--- src/hw/rtl/rft_pkg.sv ---
`default_nettype none
package rft_pkg;

    // message byte and configuration widths
    localparam int SYM_W          = 8;
    localparam int RAILS_W        = 7;
    localparam int POS_W          = 8;   // holds a position plus one full zigzag stride
    localparam int MAX_MESSAGE_DEF = 64;

    // configuration port
    localparam int CFG_IDX_W  = 1;
    localparam int CFG_DATA_W = 7;

    typedef logic [CFG_IDX_W-1:0] t_cfg_idx;

    localparam t_cfg_idx REG_RAILS     = 1'd0;
    localparam t_cfg_idx REG_DIRECTION = 1'd1;

    localparam logic DIR_ENCRYPT = 1'b0;
    localparam logic DIR_DECRYPT = 1'b1;

endpackage
`default_nettype wire

--- src/hw/rtl/rft_if.sv ---
`default_nettype none

interface rft_in_if import rft_pkg::*; ();
    logic             valid;
    logic             ready;
    logic [SYM_W-1:0] symbol;
    logic             final_symbol;

    modport source (output valid, output symbol, output final_symbol, input ready);
    modport sink   (input valid, input symbol, input final_symbol, output ready);
endinterface

interface rft_out_if import rft_pkg::*; ();
    logic             valid;
    logic             ready;
    logic [SYM_W-1:0] out_symbol;
    logic             out_final;
    logic             truncated;

    modport source (output valid, output out_symbol, output out_final, output truncated,
                    input ready);
    modport sink   (input valid, input out_symbol, input out_final, input truncated,
                    output ready);
endinterface

interface rft_cfg_if import rft_pkg::*; ();
    logic                  valid;
    logic                  ready;
    logic [CFG_IDX_W-1:0]  index;
    logic [CFG_DATA_W-1:0] data;

    modport source (output valid, output index, output data, input ready);
    modport sink   (input valid, input index, input data, output ready);
endinterface

`default_nettype wire

--- src/hw/rtl/rail_fence_transposer_unit.sv ---
`default_nettype none
// Rail fence transposer. Message bytes are taken one per cycle into a buffer of
// MAX_MESSAGE entries until a beat flagged final_symbol; bytes past capacity are dropped
// and every output beat of that message then carries truncated. After the final beat
// the block stops taking input and emits the message permuted by the zigzag rule with
// the configured number of rails (zero or one rail passes data through). Encryption
// walks the zigzag rail by rail and emits straight from the load buffer. Decryption
// first scatters the buffer into a second buffer along the same walk and then emits
// that buffer in order. Each byte is emitted through a registered buffer read and
// then the output register, and emission holds while that register is full and not
// drained. The zigzag walk uses one shared adder that steps the position by the
// current rail's stride. Configuration is accepted at any time but must only change
// while no message is in flight.
module rail_fence_transposer_unit
    import rft_pkg::*;
#(
    parameter int MAX_MESSAGE = MAX_MESSAGE_DEF
) (
    input  wire logic      i_clk,
    input  wire logic      i_rst_n,
    rft_in_if.sink         i_in,
    rft_out_if.source      o_out,
    rft_cfg_if.sink        i_cfg
);

    localparam int AW     = $clog2(MAX_MESSAGE);
    localparam int FILL_W = $clog2(MAX_MESSAGE + 1);

    // sequencer states
    localparam logic [1:0] S_LOAD = 2'd0;  // collecting message bytes
    localparam logic [1:0] S_SCAN = 2'd1;  // decrypt: scatter along the zigzag
    localparam logic [1:0] S_RD   = 2'd2;  // issue a buffer read for the next byte
    localparam logic [1:0] S_WR   = 2'd3;  // move read data into the output register

    logic [1:0]         r_state, n_state;

    // configuration
    logic [RAILS_W-1:0] r_rails;
    logic               r_dir;

    // message bookkeeping
    logic [FILL_W-1:0]  r_fill, n_fill;
    logic               r_ovf, n_ovf;
    logic [FILL_W-1:0]  r_k, n_k;         // beat count during scan and emission
    logic               r_last, n_last;

    // zigzag walker
    logic [AW-1:0]      r_row, n_row;
    logic [POS_W-1:0]   r_pos, n_pos;
    logic               r_phase, n_phase;

    // buffers
    logic [SYM_W-1:0]   r_load_mem [MAX_MESSAGE];
    logic [SYM_W-1:0]   r_perm_mem [MAX_MESSAGE];
    logic [SYM_W-1:0]   r_load_rdata;
    logic [SYM_W-1:0]   r_perm_rdata;
    logic [AW-1:0]      r_wpos;
    logic               r_wvalid, n_wvalid;

    // output register
    logic               r_out_valid;
    logic [SYM_W-1:0]   r_out_symbol;
    logic               r_out_final;
    logic               r_out_trunc;

    logic               w_in_acc;
    logic               w_full;
    logic               w_out_load;
    logic               w_step;
    logic               w_load_rd;
    logic [AW-1:0]      w_load_raddr;
    logic               w_perm_rd;

    logic [RAILS_W-1:0] w_nr;
    logic [POS_W-1:0]   w_cyc;
    logic [POS_W-1:0]   w_two_row;
    logic [POS_W-1:0]   w_str_a;
    logic [POS_W-1:0]   w_stride;
    logic [POS_W-1:0]   w_next_pos;

    // ---------------------------------------------------------------
    // handshakes
    // ---------------------------------------------------------------
    assign i_in.ready       = (r_state == S_LOAD);
    assign w_in_acc         = i_in.valid && i_in.ready;
    assign i_cfg.ready      = 1'b1;
    assign w_full           = (r_fill == FILL_W'(MAX_MESSAGE));

    assign o_out.valid      = r_out_valid;
    assign o_out.out_symbol = r_out_symbol;
    assign o_out.out_final  = r_out_final;
    assign o_out.truncated  = r_out_trunc;

    // output register can take a byte when empty or being drained this cycle
    assign w_out_load = (r_state == S_WR) && (!r_out_valid || o_out.ready);

    always_ff @(posedge i_clk) begin
        if (!i_rst_n) begin
            r_rails <= RAILS_W'(2);
            r_dir   <= DIR_ENCRYPT;
        end else if (i_cfg.valid) begin
            case (i_cfg.index)
                REG_RAILS:     r_rails <= i_cfg.data[RAILS_W-1:0];
                REG_DIRECTION: r_dir   <= i_cfg.data[0];
                default: ;
            endcase
        end
    end

    // ---------------------------------------------------------------
    // zigzag stride: rail r alternates cyc-2r and 2r, a zero stride
    // takes the other one, a single rail steps by one
    // ---------------------------------------------------------------
    assign w_nr       = (r_rails == '0) ? RAILS_W'(1) : r_rails;
    assign w_cyc      = POS_W'({w_nr - RAILS_W'(1), 1'b0});
    assign w_two_row  = POS_W'({r_row, 1'b0});
    assign w_str_a    = w_cyc - w_two_row;

    always_comb begin
        if (w_nr == RAILS_W'(1)) begin
            w_stride = POS_W'(1);
        end else if (!r_phase) begin
            w_stride = (w_str_a != '0) ? w_str_a : w_two_row;
        end else begin
            w_stride = (w_two_row != '0) ? w_two_row : w_str_a;
        end
    end

    // the shared adder
    assign w_next_pos = r_pos + w_stride;

    // walker advances when encrypt emits or decrypt scatters a byte
    assign w_step = ((r_state == S_RD) && (r_dir == DIR_ENCRYPT))
                 || ((r_state == S_SCAN) && (r_k != r_fill));

    assign w_load_rd    = w_step;
    assign w_load_raddr = (r_state == S_SCAN) ? r_k[AW-1:0] : r_pos[AW-1:0];
    assign w_perm_rd    = (r_state == S_RD) && (r_dir == DIR_DECRYPT);

    // ---------------------------------------------------------------
    // sequencer
    // ---------------------------------------------------------------
    always_comb begin
        n_state  = r_state;
        n_fill   = r_fill;
        n_ovf    = r_ovf;
        n_k      = r_k;
        n_last   = r_last;
        n_row    = r_row;
        n_pos    = r_pos;
        n_phase  = r_phase;
        n_wvalid = 1'b0;

        // walker step; the next rail always starts inside the message
        if (w_step) begin
            if (w_next_pos < POS_W'(r_fill)) begin
                n_pos   = w_next_pos;
                n_phase = !r_phase;
            end else begin
                n_row   = r_row + AW'(1);
                n_pos   = POS_W'(r_row) + POS_W'(1);
                n_phase = 1'b0;
            end
        end

        case (r_state)
            S_LOAD: begin
                if (w_in_acc) begin
                    if (!w_full) begin
                        n_fill = r_fill + FILL_W'(1);
                    end else begin
                        n_ovf = 1'b1;
                    end
                    if (i_in.final_symbol) begin
                        n_k     = '0;
                        n_row   = '0;
                        n_pos   = '0;
                        n_phase = 1'b0;
                        n_state = (r_dir == DIR_DECRYPT) ? S_SCAN : S_RD;
                    end
                end
            end
            S_SCAN: begin
                if (r_k != r_fill) begin
                    n_k      = r_k + FILL_W'(1);
                    n_wvalid = 1'b1;
                end else begin
                    // last scatter write lands at this edge
                    n_k     = '0;
                    n_state = S_RD;
                end
            end
            S_RD: begin
                n_last  = (r_k + FILL_W'(1) == r_fill);
                n_k     = r_k + FILL_W'(1);
                n_state = S_WR;
            end
            S_WR: begin
                if (w_out_load) begin
                    if (r_last) begin
                        n_fill  = '0;
                        n_ovf   = 1'b0;
                        n_state = S_LOAD;
                    end else begin
                        n_state = S_RD;
                    end
                end
            end
            default: n_state = S_LOAD;
        endcase
    end

    always_ff @(posedge i_clk) begin
        if (!i_rst_n) begin
            r_state     <= S_LOAD;
            r_fill      <= '0;
            r_ovf       <= 1'b0;
            r_k         <= '0;
            r_wvalid    <= 1'b0;
            r_out_valid <= 1'b0;
        end else begin
            r_state  <= n_state;
            r_fill   <= n_fill;
            r_ovf    <= n_ovf;
            r_k      <= n_k;
            r_wvalid <= n_wvalid;
            if (w_out_load) begin
                r_out_valid <= 1'b1;
            end else if (o_out.ready) begin
                r_out_valid <= 1'b0;
            end
        end
    end

    always_ff @(posedge i_clk) begin
        r_last  <= n_last;
        r_row   <= n_row;
        r_pos   <= n_pos;
        r_phase <= n_phase;
        if (w_step) begin
            r_wpos <= r_pos[AW-1:0];
        end
        if (w_out_load) begin
            r_out_symbol <= (r_dir == DIR_ENCRYPT) ? r_load_rdata : r_perm_rdata;
            r_out_final  <= r_last;
            r_out_trunc  <= r_ovf;
        end
    end

    // ---------------------------------------------------------------
    // buffers: one write and one registered read each
    // ---------------------------------------------------------------
    always_ff @(posedge i_clk) begin
        if (w_in_acc && !w_full) begin
            r_load_mem[r_fill[AW-1:0]] <= i_in.symbol;
        end
        if (w_load_rd) begin
            r_load_rdata <= r_load_mem[w_load_raddr];
        end
    end

    always_ff @(posedge i_clk) begin
        if (r_wvalid) begin
            r_perm_mem[r_wpos] <= r_load_rdata;
        end
        if (w_perm_rd) begin
            r_perm_rdata <= r_perm_mem[r_k[AW-1:0]];
        end
    end

`ifndef SYNTH
    a_fill_bound: assert property (@(posedge i_clk) disable iff (!i_rst_n)
        r_fill <= FILL_W'(MAX_MESSAGE))
        else $error("fill count beyond buffer capacity");

    a_final_starts: assert property (@(posedge i_clk) disable iff (!i_rst_n)
        (w_in_acc && i_in.final_symbol) |=> (r_state != S_LOAD))
        else $error("final beat did not start emission");

    a_walk_inside: assert property (@(posedge i_clk) disable iff (!i_rst_n)
        w_step |-> (r_pos < POS_W'(r_fill)))
        else $error("zigzag walk left the message");

    a_count_bound: assert property (@(posedge i_clk) disable iff (!i_rst_n)
        (r_state != S_LOAD) |-> (r_k <= r_fill))
        else $error("beat count beyond message length");

    a_last_done: assert property (@(posedge i_clk) disable iff (!i_rst_n)
        (w_out_load && r_last) |=> (r_state == S_LOAD && r_fill == '0))
        else $error("message end did not return to loading");
`endif

endmodule
`default_nettype wire

--- src/flat_wrapper.sv ---
// flat-port wrapper written by rule: the top's interface ports become plain ports
module rail_fence_transposer_unit_flat import rft_pkg::*;
#(
    parameter int MAX_MESSAGE = MAX_MESSAGE_DEF
)
  (i_clk, i_rst_n, i_in_valid, i_in_symbol, i_in_final_symbol, i_in_ready, o_out_valid, o_out_out_symbol, o_out_out_final, o_out_truncated, o_out_ready, i_cfg_valid, i_cfg_index, i_cfg_data, i_cfg_ready);
  rft_in_if i_in_i ();
  rft_out_if o_out_i ();
  rft_cfg_if i_cfg_i ();
  input  wire logic i_clk;
  input  wire logic i_rst_n;
  input wire logic [$bits(i_in_i.valid)-1:0] i_in_valid;
  input wire logic [$bits(i_in_i.symbol)-1:0] i_in_symbol;
  input wire logic [$bits(i_in_i.final_symbol)-1:0] i_in_final_symbol;
  output wire logic [$bits(i_in_i.ready)-1:0] i_in_ready;
  output wire logic [$bits(o_out_i.valid)-1:0] o_out_valid;
  output wire logic [$bits(o_out_i.out_symbol)-1:0] o_out_out_symbol;
  output wire logic [$bits(o_out_i.out_final)-1:0] o_out_out_final;
  output wire logic [$bits(o_out_i.truncated)-1:0] o_out_truncated;
  input wire logic [$bits(o_out_i.ready)-1:0] o_out_ready;
  input wire logic [$bits(i_cfg_i.valid)-1:0] i_cfg_valid;
  input wire logic [$bits(i_cfg_i.index)-1:0] i_cfg_index;
  input wire logic [$bits(i_cfg_i.data)-1:0] i_cfg_data;
  output wire logic [$bits(i_cfg_i.ready)-1:0] i_cfg_ready;
  assign i_in_i.valid = i_in_valid;
  assign i_in_i.symbol = i_in_symbol;
  assign i_in_i.final_symbol = i_in_final_symbol;
  assign i_in_ready = i_in_i.ready;
  assign o_out_valid = o_out_i.valid;
  assign o_out_out_symbol = o_out_i.out_symbol;
  assign o_out_out_final = o_out_i.out_final;
  assign o_out_truncated = o_out_i.truncated;
  assign o_out_i.ready = o_out_ready;
  assign i_cfg_i.valid = i_cfg_valid;
  assign i_cfg_i.index = i_cfg_index;
  assign i_cfg_i.data = i_cfg_data;
  assign i_cfg_ready = i_cfg_i.ready;
  rail_fence_transposer_unit #(.MAX_MESSAGE(MAX_MESSAGE)) u_core (.i_clk(i_clk), .i_rst_n(i_rst_n), .i_in(i_in_i), .o_out(o_out_i), .i_cfg(i_cfg_i));
endmodule
--- config.mk ---
export PLATFORM = sky130hd
export DESIGN_NAME = rail_fence_transposer_unit_flat
export DESIGN_NICKNAME = d
export VERILOG_FILES = /design/src/hw/rtl/rft_pkg.sv /design/src/hw/rtl/rft_if.sv /design/src/hw/rtl/rail_fence_transposer_unit.sv /design/src/flat_wrapper.sv
export SDC_FILE = /design/constraint.sdc
export NUM_CORES = 1
export LEC_CHECK = 0
export ABC_CLOCK_PERIOD_IN_PS = 7700
export BUFFER_PORTS_ARGS = -buffer_cell sky130_fd_sc_hd__clkbuf_2
export CAP_MARGIN = 20
export CORE_UTILIZATION = 63
export DETAILED_ROUTE_END_ITERATION = 8
export PLACE_DENSITY = 0.79
export SYNTH_ARGS = -nofsm -noshare
export SYNTH_HDL_FRONTEND = slang
export SYNTH_SLANG_ARGS = --single-unit
--- constraint.sdc ---
create_clock -name i_clk -period 7.7 [get_ports i_clk]
set_clock_uncertainty 0.2 [all_clocks]
set_input_delay 0.385 -clock i_clk [delete_from_list [all_inputs] [get_ports i_clk]]
set_output_delay 0.385 -clock i_clk [all_outputs]
set_load 0.05 [all_outputs]
## Word level (Yosys, flattened, before mapping)

Memories as Yosys holds them, arrays and structs flattened. A register that Yosys moved wholly into a read port is not among the register bits.
Cells that the tools add are included.

| word-level totals | value |
|---|---|
| bits in registers | 59 |
| memory bits (writable) | 1024 |
| input port bits | 22 |
| output and inout port bits | 13 |
| word-level logic and storage cells | 117 |
| memories | 2 |

Memory list:

| memory | words | bits a word | read ports | clocked after memory_dff | write ports | line | RTL |
|---|---|---|---|---|---|---|---|
| u_core.r_load_mem | 64 | 8 | 1 | 1 | 1 | rail_fence_transposer_unit.sv:53 | `logic [SYM_W-1:0] r_load_mem [MAX_MESSAGE];` |
| u_core.r_perm_mem | 64 | 8 | 1 | 1 | 1 | rail_fence_transposer_unit.sv:54 | `logic [SYM_W-1:0] r_perm_mem [MAX_MESSAGE];` |

| cells by class | value |
|---|---|
| add/subtract/negate cells | 7 |
| magnitude comparators | 1 |
| eq/ne operators | 14 |
| mux-type cells | 50 |
| bitwise operators | 2 |
| reductions and logical operators | 25 |

Operators with widths:

| operator | number |
|---|---|
| two-way mux 8 bit | 10 |
| two-way mux 7 bit | 8 |
| two-way mux 6 bit | 6 |
| case mux 7 bit (3 select lines) | 1 |
| two-way mux 1 bit | 16 |
| nonzero test 8 bit | 2 |
| adder 7 x 1 -> 7 bit, second input constant | 2 |
| case mux 7 bit (2 select lines) | 1 |
| two-way mux 2 bit | 6 |
| != test 2 bit, second input constant | 5 |
| AND reduction 5 bit | 2 |
| adder 8 bit | 1 |
| less-than comparator 8 x 7 -> 1 bit | 1 |
| case mux 2 bit (4 select lines) | 1 |
| subtractor 8 x 7 -> 8 bit | 1 |
| adder 6 x 1 -> 7 bit, second input constant | 1 |
| equality test 7 x 1 -> 1 bit, second input constant | 1 |
| equality test 7 bit | 1 |
| equality test 7 bit, second input constant | 1 |
| zero test 7 bit | 1 |
| != test 7 bit | 1 |
| subtractor 7 x 1 -> 7 bit, second input constant | 1 |
| adder 6 x 1 -> 6 bit, second input constant | 1 |
| logical AND 1 bit | 6 |
| 13 further kinds | 22 |

## Logic depth before layout (Yosys ltp)

Gate-level depths: netlist (run 1).

| logic depth | value |
|---|---|
| depth in word-level cells | 15 |
| depth in mapped cells | 28 |
| gate-level depth less buffers | 27 |

## Worst setup path after synthesis (run 1)

OpenSTA, ideal clock, no wires.

| timing | value |
|---|---|
| path kind | register to register |
| from | reg u_core.r_rails[2] |
| to | reg u_core.r_row[1] |
| setup time | 0.124 ns |
| data arrival time | 5.828 ns |
| data required time | 7.376 ns |
| slack | 1.548 ns |
| cell stages (with the launch flop) | 22 |
| buffers on the path | 0 |
| clock period less this slack | 6.152 ns |
| path through | dfxtp_1 nor4_1 and3_1 nor2_1 ha_1 inv_1 fa_1 xor2_1 or3b_2 nor4b_1 o21ai_0 o41ai_1 ha_1 a21o_1 a221oi_1 xnor2_1 ha_1 a21o_1 a221oi_1 nor4b_2 or3_2 o31ai_1 |

| on the way | value |
|---|---|
| cells in the longest elaborated chain, start to end | 15 |
| elaborated cells on any way between the ends | 17 |
| those cells by class | add/sub (3); order compare (1); eq/ne (1); mux (10); reduce/logical (2) |

Ends and longest elaborated chain:

| what | line | RTL |
|---|---|---|
| from (decl) | rail_fence_transposer_unit.sv:38 | `logic [RAILS_W-1:0] r_rails;` |
| from (signal assigned) | rail_fence_transposer_unit.sv:103 | `REG_RAILS: r_rails <= i_cfg.data[RAILS_W-1:0];` |
| zero test 7 bit | rail_fence_transposer_unit.sv:114 | `assign w_nr = (r_rails == '0) ? RAILS_W'(1) : r_rails;` |
| two-way mux 7 bit * | rail_fence_transposer_unit.sv:114 |  |
| subtractor 7 x 1 -> 7 bit | rail_fence_transposer_unit.sv:115 | `assign w_cyc = POS_W'({w_nr - RAILS_W'(1), 1'b0});` |
| subtractor 8 x 7 -> 8 bit | rail_fence_transposer_unit.sv:117 | `assign w_str_a = w_cyc - w_two_row;` |
| nonzero test 8 bit | rail_fence_transposer_unit.sv:123 | `w_stride = (w_str_a != '0) ? w_str_a : w_two_row;` |
| two-way mux 8 bit | rail_fence_transposer_unit.sv:123 |  |
| two-way mux 8 bit | rail_fence_transposer_unit.sv:122 | `end else if (!r_phase) begin` |
| two-way mux 8 bit * | rail_fence_transposer_unit.sv:120 | `if (w_nr == RAILS_W'(1)) begin` |
| adder 8 bit * | rail_fence_transposer_unit.sv:130 | `assign w_next_pos = r_pos + w_stride;` |
| less-than comparator 8 x 7 -> 1 bit * | rail_fence_transposer_unit.sv:156 | `if (w_next_pos < POS_W'(r_fill)) begin` |
| two-way mux 6 bit * | rail_fence_transposer_unit.sv:156 |  |
| two-way mux 6 bit * | rail_fence_transposer_unit.sv:155 | `if (w_step) begin` |
| two-way mux 6 bit | rail_fence_transposer_unit.sv:174 | `if (i_in.final_symbol) begin` |
| two-way mux 6 bit | rail_fence_transposer_unit.sv:168 | `if (w_in_acc) begin` |
| two-way mux 6 bit * | rail_fence_transposer_unit.sv:166 | `case (r_state)` |
| named net u_core.n_row[1] | rail_fence_transposer_unit.sv:48 | `logic [AW-1:0] r_row, n_row;` |
| to (signal assigned) | rail_fence_transposer_unit.sv:237 | `r_row <= n_row;` |
| to (decl) | rail_fence_transposer_unit.sv:48 |  |

The timed path passes the listed nets; every way through them passes the cells marked *.
A chain may end at the register's enable or synchronous reset.

## Worst setup path after layout (run 1)

| timing | value |
|---|---|
| from | reg u_core.r_rails[2] |
| to | reg u_core.r_pos[5] |

| on the way | value |
|---|---|
| cells in the longest elaborated chain, start to end | 15 |
| elaborated cells on any way between the ends | 17 |
| those cells by class | add/sub (3); order compare (1); eq/ne (1); mux (10); reduce/logical (2) |

Ends and longest elaborated chain:

| what | line | RTL |
|---|---|---|
| zero test 7 bit | rail_fence_transposer_unit.sv:114 |  |
| two-way mux 7 bit * | rail_fence_transposer_unit.sv:114 |  |
| subtractor 7 x 1 -> 7 bit | rail_fence_transposer_unit.sv:115 |  |
| subtractor 8 x 7 -> 8 bit | rail_fence_transposer_unit.sv:117 |  |
| nonzero test 8 bit | rail_fence_transposer_unit.sv:123 |  |
| two-way mux 8 bit | rail_fence_transposer_unit.sv:123 |  |
| two-way mux 8 bit | rail_fence_transposer_unit.sv:122 |  |
| two-way mux 8 bit * | rail_fence_transposer_unit.sv:120 |  |
| adder 8 bit * | rail_fence_transposer_unit.sv:130 |  |
| less-than comparator 8 x 7 -> 1 bit | rail_fence_transposer_unit.sv:156 |  |
| two-way mux 8 bit * | rail_fence_transposer_unit.sv:156 |  |
| two-way mux 8 bit * | rail_fence_transposer_unit.sv:155 |  |
| two-way mux 8 bit | rail_fence_transposer_unit.sv:174 |  |
| two-way mux 8 bit | rail_fence_transposer_unit.sv:168 |  |
| two-way mux 8 bit * | rail_fence_transposer_unit.sv:166 |  |
| named net u_core.n_pos[5] | rail_fence_transposer_unit.sv:49 | `logic [POS_W-1:0] r_pos, n_pos;` |
| to (signal assigned) | rail_fence_transposer_unit.sv:238 | `r_pos <= n_pos;` |
| to (decl) | rail_fence_transposer_unit.sv:49 |  |

Marked as above.

==> reports/results.ini, run 1 <==
[yosys]
yosysWarningCount=0
netlist_instances=2269
ys_seq_elements=1099
yosys.cell_types.count=68
synth_top_area_cell=sky130_fd_sc_hd__edfxtp_1
synth_nets=2323
mappedNetlistArea_um2=44100
synth_flop_cell=sky130_fd_sc_hd__edfxtp_1
synthTopCellsByArea=sky130_fd_sc_hd__edfxtp_1 (72%), sky130_fd_sc_hd__mux4_2 (15%), sky130_fd_sc_hd__dfxtp_1 (1.9%)
yosys.area.top_type_share_pct=72.0
ys_seq_area_share_pct=73.9
async_flop_share_pct=0
number_of_flops_mapped_to_enable_cells_by_yosys=1057
avg_cell_area_syn_um2=19.4

[layout]
layout.cell_area.non_filler_um2=48900
mostFrequentLayoutCell=sky130_fd_sc_hd__edfxtp_1
synthToLayoutAreaGrowth_pct=10.9
fill_cells=3976
layout-drive-gt1-share_pct=22.6
commonest_cells_after_routing_fill_and_taps_aside=sky130_fd_sc_hd__edfxtp_1 (1057), sky130_fd_sc_hd__mux4_2 (294), sky130_fd_sc_hd__nor2_1 (169)
final_nets=2398

[floorplan]
die-width_um=267
fp.coreArea_um2=68900
initial_core_util_pct=64.0
die_area_um2=71100
pin_count=35
num_rows=96
die-height_um=267

[cts]
numClockSinks=1099
h-tree-depth=3
worst_setup_hold_path_clk_slew_ns=0.06
ctsRootBufferMaster=sky130_fd_sc_hd__clkbuf_16
cts-root-to-sink-buffers=3
tritoncts=built
tritoncts.num_buffers=105
worstSkewPairLatency_ns=0.67

[timing]
min_period_over_period_pct=92.6
setup-violations-final=0
hold_viol=0
timing.final.max_slew_violations=0
hold_ws_ns=0.0374
maxSlewHeadroom_pct=25.8
final_period_minus_worst_setup_slack_ns=7.13
grt_setup_unrepaired=no
fin_setup_tns_ns=0
postLayoutSetupSlackWorst_ns=0.573
fmax_ghz=0.140
worstMarginPinSlew_ns=1.11

[placed_design]
global_placer_s_final_weighted_congestion=0.879
dpl.hpwl_um=57800
place_ws_ns=0.438
placement.cell_area_um2=45200
buffer_ports.inserted=33

[worst_setup_path]
cp.arrival_ns=7.47
timing.critical_path.fanout_max=12
worst_setup_path_end_kind=register
start_kind=register
worst_ep_required_time_ns=8.04
worst-r2r-cell-count=27
timing_worst_setup_path_type=register to register

[power]
power_leakage_uw=0.0154
peakVddDrop_mv=0.253
power_density_nw_per_um2=322

[grt]
track_usage_pct=29.9
grt-ovfl-total=0
grt_pass1_wl_um=153000
antenna_violations_before_repair=4
first_global_vias=23103
maximum_number_of_pins_on_one_net_before_global_route_repair=111

[job]
maxCapViolCount=0

[routing]
routed_via_density=6.85
routed_wirelength_um=103000
antenna_left=0
vias=23024
first_pass_iters=7
drc=0
drt_iter0_drc=3207
routed_wire_length_per_instance_um=30.5

[hold_path]
hold_depth=1
hold_path_class=primary input to register

[outcome]
result_of_the_run=complete, no violations

==> cell type report <==
type | instances | area (µm²) | share of cell area [%]
repair buffers | 82 | 639 | 1.31
inverters | 32 | 120 | 0.246
clock buffers | 123 | 2730 | 5.57
flip-flops and latches | 1099 | 32600 | 66.6
well taps | 931 | 1160 | 2.38
clock inverters | 70 | 716 | 1.46
diodes | 1 | 2.50 | 0.00512
multi-input cells | 1024 | 11000 | 22.4
==> layer usage <==
metal  wire length, µm  share of wire [%]  global-route usage [%]
met3             10100                9.9                    5.85
met5                27              0.026                       0
met4              3680                3.6                    11.1
met1             39000                 38                    42.7
met2             49800                 48                    46.5
==> power breakdown <==
part | internal (µW) | switching [µW]
registers | 7140 | 163
clock network | 2950 | 2220
logic | 1200 | 2090
total | 11300 | 4470
==> critical path: stages, from the launching register on <==
cell,delay [ns]
sky130_fd_sc_hd__dfxtp_1,0.43
sky130_fd_sc_hd__nor4_2,0.11
sky130_fd_sc_hd__and3_1,0.19
sky130_fd_sc_hd__nor2_1,0.15
sky130_fd_sc_hd__inv_1,0.12
sky130_fd_sc_hd__or3_1,0.37
sky130_fd_sc_hd__xnor2_1,0.15
sky130_fd_sc_hd__ha_1,0.34
sky130_fd_sc_hd__o21ai_0,0.10
sky130_fd_sc_hd__o21ai_0,0.31
sky130_fd_sc_hd__nand2_1,0.11
sky130_fd_sc_hd__xnor2_1,0.40
sky130_fd_sc_hd__nor4b_1,0.32
sky130_fd_sc_hd__o21ai_0,0.29
sky130_fd_sc_hd__o41ai_1,0.41
sky130_fd_sc_hd__ha_1,0.36
sky130_fd_sc_hd__a21o_1,0.19
sky130_fd_sc_hd__a21oi_1,0.23
sky130_fd_sc_hd__o21bai_1,0.09
sky130_fd_sc_hd__a21oi_1,0.19
sky130_fd_sc_hd__xnor2_1,0.21
sky130_fd_sc_hd__ha_1,0.31
sky130_fd_sc_hd__and3_1,0.17
sky130_fd_sc_hd__a221oi_1,0.26
sky130_fd_sc_hd__buf_4,0.23
sky130_fd_sc_hd__nor4b_4,0.45
sky130_fd_sc_hd__or4_1,0.21
sky130_fd_sc_hd__o211ai_1,0.09
==> registers in the layout, summed over array words and instances, names as in the netlist <==
| register | flops |
|---|---|
| u_core.r_wvalid | 1 |
| u_core.r_state | 2 |
| u_core.r_phase | 1 |
| u_core.r_ovf | 1 |
| u_core.r_load_rdata | 8 |
| u_core.r_rails | 7 |
| u_core.r_fill | 7 |
| u_core.r_pos | 8 |
| u_core.r_perm_mem | 512 |
| u_core.o_out.out_symbol | 8 |
| u_core.r_row | 6 |
| u_core.r_perm_rdata | 8 |
| u_core.o_out.valid | 1 |
| u_core.r_k | 7 |
| u_core.o_out.truncated | 1 |
| u_core.r_wpos | 6 |
| u_core.r_last | 1 |
| u_core.o_out.out_final | 1 |
| u_core.r_dir | 1 |
| u_core.r_load_mem | 512 |
==> stage by stage <==
step,std cells,util (%),total power [µW]
after floorplan,2269,-,9580
after global placement,3150,65.6,10500
after detailed placement,3151,65.6,10600
after CTS,3357,70.8,15700
after global routing,3361,70.9,16200
final,3362,70.9,15800
==> Yosys cell counts, types with 3 or more instances <==
cell type,instances
sky130_fd_sc_hd__ha_1,30
sky130_fd_sc_hd__o211ai_1,5
sky130_fd_sc_hd__o21ai_0,25
sky130_fd_sc_hd__mux2_2,9
sky130_fd_sc_hd__nand4_1,15
sky130_fd_sc_hd__a21oi_1,30
sky130_fd_sc_hd__nor2b_1,14
sky130_fd_sc_hd__nor3_1,11
sky130_fd_sc_hd__a31oi_1,14
sky130_fd_sc_hd__mux2i_1,22
sky130_fd_sc_hd__nand3b_1,3
sky130_fd_sc_hd__xnor2_1,28
sky130_fd_sc_hd__a21o_1,6
sky130_fd_sc_hd__buf_2,28
sky130_fd_sc_hd__nand2_1,151
sky130_fd_sc_hd__a211o_1,3
sky130_fd_sc_hd__inv_1,28
sky130_fd_sc_hd__buf_4,12
sky130_fd_sc_hd__a22oi_1,10
sky130_fd_sc_hd__xor2_1,8
sky130_fd_sc_hd__nand3_1,47
sky130_fd_sc_hd__or4_1,5
sky130_fd_sc_hd__o31ai_1,4
sky130_fd_sc_hd__o21a_1,5
sky130_fd_sc_hd__mux4_2,294
sky130_fd_sc_hd__dfxtp_1,42
sky130_fd_sc_hd__o221ai_1,7
sky130_fd_sc_hd__buf_1,8
sky130_fd_sc_hd__or3_1,7
sky130_fd_sc_hd__and3_1,13
sky130_fd_sc_hd__and2_1,16
sky130_fd_sc_hd__a211oi_1,26
sky130_fd_sc_hd__nand2b_1,5
sky130_fd_sc_hd__nor2_1,169
sky130_fd_sc_hd__clkinv_1,4
sky130_fd_sc_hd__clkbuf_1,65
sky130_fd_sc_hd__edfxtp_1,1057
==> logic make-up (layout without fill, tap and decap cells) <==
group	count (synthesis)	count (layout)	share of synthesized area (%)
flip-flops	1099	1099	73.9
AND/OR/NAND/NOR	472	472	4.83
multiplexers	326	326	15.8
AO/OA/AOI/OAI	157	157	2.42
buffers and inverters	146	307	1.44
XOR/XNOR	36	36	0.715
adder cells (fa/ha/maj)	32	32	0.942
other	1	2	0.00850
==> final timing paths <==
| check | from | endpoint | slack [ns] |
|---|---|---|---|
| setup / recovery | u_core.r_rails[2] | u_core.r_pos[5] | 0.57 |
| hold / removal | i_in_symbol[6] | u_core.r_load_mem[62][6] | 0.04 |
| setup reg to reg | u_core.r_rails[2] | u_core.r_pos[5] | 0.57 |
| hold reg to reg | u_core.r_pos[6] | u_core.r_pos[6] | 0.29 |
==> timing repair <==
item	CTS	global route
setup endpoints to repair	0	9
setup buffers	0	0
hold buffers	13	0
hold endpoints to repair	12	0
resized for setup	0	2
Power figures use the tool's default switching activity.
==> run 2: changes to the inputs <==
--- a/config.mk
+++ b/config.mk
@@ -8,9 +8,8 @@
 export ABC_CLOCK_PERIOD_IN_PS = 7700
 export BUFFER_PORTS_ARGS = -buffer_cell sky130_fd_sc_hd__clkbuf_2
 export CAP_MARGIN = 20
-export CORE_UTILIZATION = 63
+export CORE_UTILIZATION = 41
 export DETAILED_ROUTE_END_ITERATION = 8
-export PLACE_DENSITY = 0.79
 export SYNTH_ARGS = -nofsm -noshare
 export SYNTH_HDL_FRONTEND = slang
 export SYNTH_SLANG_ARGS = --single-unit
==> run 2 against run 1 <==
Against the previous run: setup slack improved by 0.078 ns; wire length down 2.7%; fmax up 1.1%; largest cell class unchanged; sequential power hardly changed; register-to-register slack improved by 0.08 ns; clock power up 3%; global-route usage fell by 11 points; count of clock-buffer cells in the layout is 12 higher; combinational power barely moved.
==> reports/results.ini, run 2 (same netlist as run 1, synthesis figures left out) <==
[worst_setup_path]
cp_slowest_stage_delay_ns=0.46
timing.critical_path.mode_cell=sky130_fd_sc_hd__ha_1
timing_worst_setup_path_type=register to register
timing.rr.start=u_core.r_rails[2]
cp.arrival_ns=7.41
worst_setup_path_end_kind=register
worst-r2r-cell-count=26
r2r_setup_slack_ns=0.65
slowest_stage=sky130_fd_sc_hd__o41ai_1
timing.critical_path.fanout_max=10
r2r_end=u_core.r_pos[3]
crit_end=u_core.r_pos[3]
start_kind=register
worst_setup_path_startpoint=u_core.r_rails[2]
worst_ep_required_time_ns=8.06

[timing]
hold_viol=0
min_period_over_period_pct=91.5
timing.final.max_slew_violations=0
final_period_minus_worst_setup_slack_ns=7.05
postLayoutSetupSlackWorst_ns=0.651
worstMarginPinSlew_ns=0.987
fmax_ghz=0.142
fin_setup_tns_ns=0
setup-violations-final=0
grt_setup_unrepaired=no
maxSlewHeadroom_pct=34.0

[routing]
routed_via_density=5.72
first_pass_iters=5
antenna_left=0
drt_iter0_drc=2306
vias=21935
drc=0
routed_wire_length_per_instance_um=26.1
routed_wirelength_um=99900

[grt]
grt-ovfl-total=0
track_usage_pct=18.6
antenna_violations_before_repair=1
grt_pass1_wl_um=149000
maximum_number_of_pins_on_one_net_before_global_route_repair=99
first_global_vias=22134

[layout]
layout-drive-gt1-share_pct=22.5
commonest_cells_after_routing_fill_and_taps_aside=sky130_fd_sc_hd__edfxtp_1 (1057), sky130_fd_sc_hd__mux4_2 (294), sky130_fd_sc_hd__nor2_1 (169)
final_nets=2404
synthToLayoutAreaGrowth_pct=12.5
mostFrequentLayoutCell=sky130_fd_sc_hd__edfxtp_1
layout.cells.non_filler=3832
final_core_util_pct=46.8
layout.cell_area.non_filler_um2=49600

[placed_design]
placement.cell_area_um2=45900
numPlacedInstances=3615
buffer_ports.inserted=33
global_placer_s_final_weighted_congestion=0.858
dpl.hpwl_um=60700
place_ws_ns=0.418

[cts]
ctsRootBufferMaster=sky130_fd_sc_hd__clkbuf_16
tritoncts=built
worst_setup_hold_path_clk_slew_ns=0.06
cts-root-to-sink-buffers=3
tritoncts.num_buffers=110
numClockSinks=1099
worstSkewPairLatency_ns=0.69
h-tree-depth=3

[floorplan]
die_area_um2=109000
num_rows=119
die-height_um=330
pin_count=35
initial_core_util_pct=41.6
die-width_um=330
fp.coreArea_um2=106000

[power]
peakVddDrop_mv=0.327
power_leakage_uw=0.0155
power_density_nw_per_um2=320

[hold_path]
hold_path_class=primary input to register

[job]
maxCapViolCount=0

[outcome]
result_of_the_run=complete, no violations

run 2: cell types whose count changed in the layout (fill, tap and decap cells not counted), moves of 2 or more:
cell,delta
sky130_fd_sc_hd__clkbuf_1,+9
sky130_fd_sc_hd__clkinv_2,-8
sky130_fd_sc_hd__buf_4,+4
sky130_fd_sc_hd__clkbuf_16,+4
sky130_fd_sc_hd__buf_12,-2
sky130_fd_sc_hd__clkinv_8,+2
sky130_fd_sc_hd__clkinvlp_4,+2
run 2: per-stage QoR:
stage / hold slack (ns) / power, µW
6_report: 0.0652 / 15900
3_3_place_gp: 0.219 / 10600
2_1_floorplan: 0.208 / 9580
4_1_cts: 0.0270 / 16000
3_5_place_dp: 0.224 / 10700
5_1_grt: 0.0839 / 16500
run 2: final cells by class:
cell class	instances	area (µm²)
multi-input cells	1024	11000
clock inverters	67	744
fillers	8774	56400
well taps	1391	1740
diodes	1	2.50
inverters	32	120
repair buffers	83	601
flip-flops and latches	1099	32600
clock buffers	135	2850
run 2: worst max-delay path: cells and delay by family (launching register included):
family	cells	cell delay, ns
flops	1	0.37
fa+ha+maj	4	1.30
simple gates	8	1.76
compound gates	10	2.43
xor+xnor	3	0.67
buf+inv	1	0.20
run 2: layer usage:
layer	share of wire (%)	GRT usage, %	up-vias
met1	44	27.4	11657
met4	2.1	4.90	0
met2	47	28.9	734
met3	6.1	2.90	141
li1	-	-	9403
met5	0	0	-
run 2: how the worst min path moves through the flow:
| stage | from | endpoint | slack, ns | cells after the start |
|---|---|---|---|---|
| final | i_in_valid | u_core.r_phase | 0.07 | 3 |
| after global routing | i_in_valid | u_core.r_phase | 0.08 | 3 |
| after CTS | i_in_valid | u_core.r_phase | 0.03 | 3 |
| after detailed placement | u_core.r_ovf | u_core.o_out.truncated | 0.22 | 0 |
| after global placement | u_core.r_ovf | u_core.o_out.truncated | 0.22 | 0 |
| after floorplan | u_core.r_ovf | u_core.o_out.truncated | 0.21 | 0 |
run 2: repair_timing:
item / in CTS / in global routing
resized for setup: 0 / 2
endpoints found under the hold margin: 11 / 0
setup buffers: 0 / 0
setup endpoints to repair: 0 / 12
hold buffers: 14 / 0
run 2: power breakdown:
part,switching (µW),internal (µW)
combinational,2070,1190
clock,2260,3070
sequential,157,7140
total,4490,11400
==> run 3: changes to the inputs <==
--- a/config.mk
+++ b/config.mk
@@ -8,8 +8,11 @@
 export ABC_CLOCK_PERIOD_IN_PS = 7700
 export BUFFER_PORTS_ARGS = -buffer_cell sky130_fd_sc_hd__clkbuf_2
 export CAP_MARGIN = 20
+export CELL_PAD_IN_SITES_DETAIL_PLACEMENT = 0
+export CELL_PAD_IN_SITES_GLOBAL_PLACEMENT = 1
 export CORE_UTILIZATION = 41
 export DETAILED_ROUTE_END_ITERATION = 8
+export PLACE_DENSITY_LB_ADDON = 0.1
 export SYNTH_ARGS = -nofsm -noshare
 export SYNTH_HDL_FRONTEND = slang
 export SYNTH_SLANG_ARGS = --single-unit
==> run 3 against run 2 <==
Against the previous run: hold slack got worse by 0.014 ns; largest cell class unchanged; wire length rose by 9.0%; global-route usage rose by 1.7 points; critical endpoint is now u_core.r_row[5]; setup slack got worse by 0.054 ns; final cell count rose by 0.47%; combinational power rose by 3%; non-clock buffer count rose by 3.
==> reports/results.ini, run 3 (same netlist as run 1, synthesis figures left out) <==
[routing]
drc=0
vias=21674
routed_wirelength_um=109000
routed_via_density=5.63
routed_wire_length_per_instance_um=28.3
met2_wirelength_um=51200
wl_met3_um=6330
first_pass_iters=7
drt_iter0_drc=1985
wl_met1_um=48800
highest_layer=met4
antenna_left=0

[worst_setup_path]
cp.arrival_ns=7.50
cp_slowest_stage_delay_ns=0.54
timing.rr.start=u_core.r_rails[2]
timing.critical_path.mode_cell=sky130_fd_sc_hd__ha_1
worst_setup_path_startpoint=u_core.r_rails[2]
cp_cell_sequence=nor4_2 -> and3_1 -> nor2_1 -> ha_1 -> xor2_1 -> ha_1 -> a211oi_1 -> o21ai_0 -> nand2_1 -> xnor2_1 -> nor4b_1 -> o21ai_0 -> o41ai_1 -> ha_1 -> a21o_1 -> a221oi_1 -> xnor2_1 -> ha_1 -> a21o_1 -> a221oi_1 -> nor4b_2 -> buf_4 -> nor4_1 -> o21a_1
worst_ep_required_time_ns=8.10
timing.critical_path.fanout_max=10
timing_worst_setup_path_type=register to register
worst_setup_path_end_kind=register
slowest_stage=sky130_fd_sc_hd__a221oi_1
start_kind=register

[floorplan]
num_rows=119
die_area_um2=109000
die-height_um=330
pin_count=35
die-width_um=330
initial_core_util_pct=41.6
fp.coreArea_um2=106000

[placed_design]
global_placer_s_final_weighted_congestion=0.838
placement.cell_area_um2=45900
buffer_ports.inserted=33
dpl.hpwl_um=65800

[cts]
cts-root-to-sink-buffers=3
h-tree-depth=3
postCtsSetupBuffers=0
ctsRootBufferMaster=sky130_fd_sc_hd__clkbuf_16
worstSkewPairLatency_ns=0.72
worst_setup_hold_path_clk_slew_ns=0.06
numClockSinks=1099
tritoncts.num_buffers=115
tritoncts=built

[timing]
timing.final.max_slew_violations=0
grt_setup_unrepaired=no
worstMarginPinSlew_ns=0.988
fin_setup_tns_ns=0
min_period_over_period_pct=92.2
fmax_ghz=0.141
setup-violations-final=0
hold_viol=0
final_period_minus_worst_setup_slack_ns=7.10
maxSlewHeadroom_pct=33.9

[layout]
mostFrequentLayoutCell=sky130_fd_sc_hd__edfxtp_1
commonest_cells_after_routing_fill_and_taps_aside=sky130_fd_sc_hd__edfxtp_1 (1057), sky130_fd_sc_hd__mux4_2 (294), sky130_fd_sc_hd__nor2_1 (169)
final_nets=2412
synthToLayoutAreaGrowth_pct=12.8
fill_cells=8936
layout.cell_area.non_filler_um2=49700
layout-drive-gt1-share_pct=22.9

[grt]
maximum_number_of_pins_on_one_net_before_global_route_repair=93
grt_pass1_wl_um=158000
antenna_violations_before_repair=10
grt-ovfl-total=0
first_global_vias=22369
track_usage_pct=20.3

[power]
power_density_nw_per_um2=323
peakVddDrop_mv=0.208
power_leakage_uw=0.0155

[outcome]
result_of_the_run=complete, no violations

[hold_path]
hold_path_class=primary input to register
worst_hold_startpoint=i_in_final_symbol

[job]
maxCapViolCount=0

run 3: per-stage QoR:
step | utilization, % | setup slack (ns) | total power (µW) | std cells | hold WS (ns)
CTS | 46.9 | 0.566 | 16300 | 3847 | 0.00517
detailed placement | 43.3 | 0.675 | 10800 | 3620 | 0.230
global placement | 43.3 | 0.783 | 10800 | 3620 | 0.227
global route | 46.9 | 0.0309 | 16700 | 3847 | 0.0473
finish | 46.9 | 0.597 | 16100 | 3850 | 0.0507
floorplan | - | 1.55 | 9580 | 2269 | 0.208
run 3: path summary, 6_finish.rpt:
kind	endpoint	slack [ns]	depth (start not counted)
max	u_core.r_row[5]	0.60	24
max reg2reg	u_core.r_row[5]	0.60	24
min	u_core.r_phase	0.05	3
min reg2reg	u_core.o_out.truncated	0.24	0
run 3: where the power goes:
group	total (µW)	internal (µW)	switching [µW]	leakage, µW
Combinational	3350	1190	2160	0.00389
Clock	5450	3080	2360	0.00180
Sequential	7290	7140	146	0.00985
run 3: area by class of cell:
class | instances | area, µm² | area share (%)
antenna | 3 | 7.51 | 0.0151
multi-input combinational | 1024 | 10900 | 22.0
inverter | 32 | 120 | 0.241
tap | 1391 | 1740 | 3.50
sequential | 1099 | 32600 | 65.5
clock buffer | 144 | 3040 | 6.11
clock inverter | 71 | 666 | 1.34
timing repair buffer | 86 | 631 | 1.27
run 3: layer usage:
layer  track usage, %  vias to the layer above
met5                0                        -
met4             5.91                        0
met3             3.93                      156
met2             31.7                      614
met1             29.1                    11478
li1                 -                     9426
run 3: repair_timing:
| item | in CTS | in global routing |
|---|---|---|
| hold buffers | 12 | 0 |
| resized for setup | 0 | 1 |
| endpoints found under the setup margin | 0 | 9 |
| endpoints found under the hold margin | 17 | 0 |
run 3: critical path, delay by kind of cell (launching register included):
family,cells,cell delay [ns]
compound gates,9,2.71
simple gates,7,1.56
fa+ha+maj,4,1.24
xor+xnor,3,0.71
flops,1,0.37
buf+inv,1,0.20
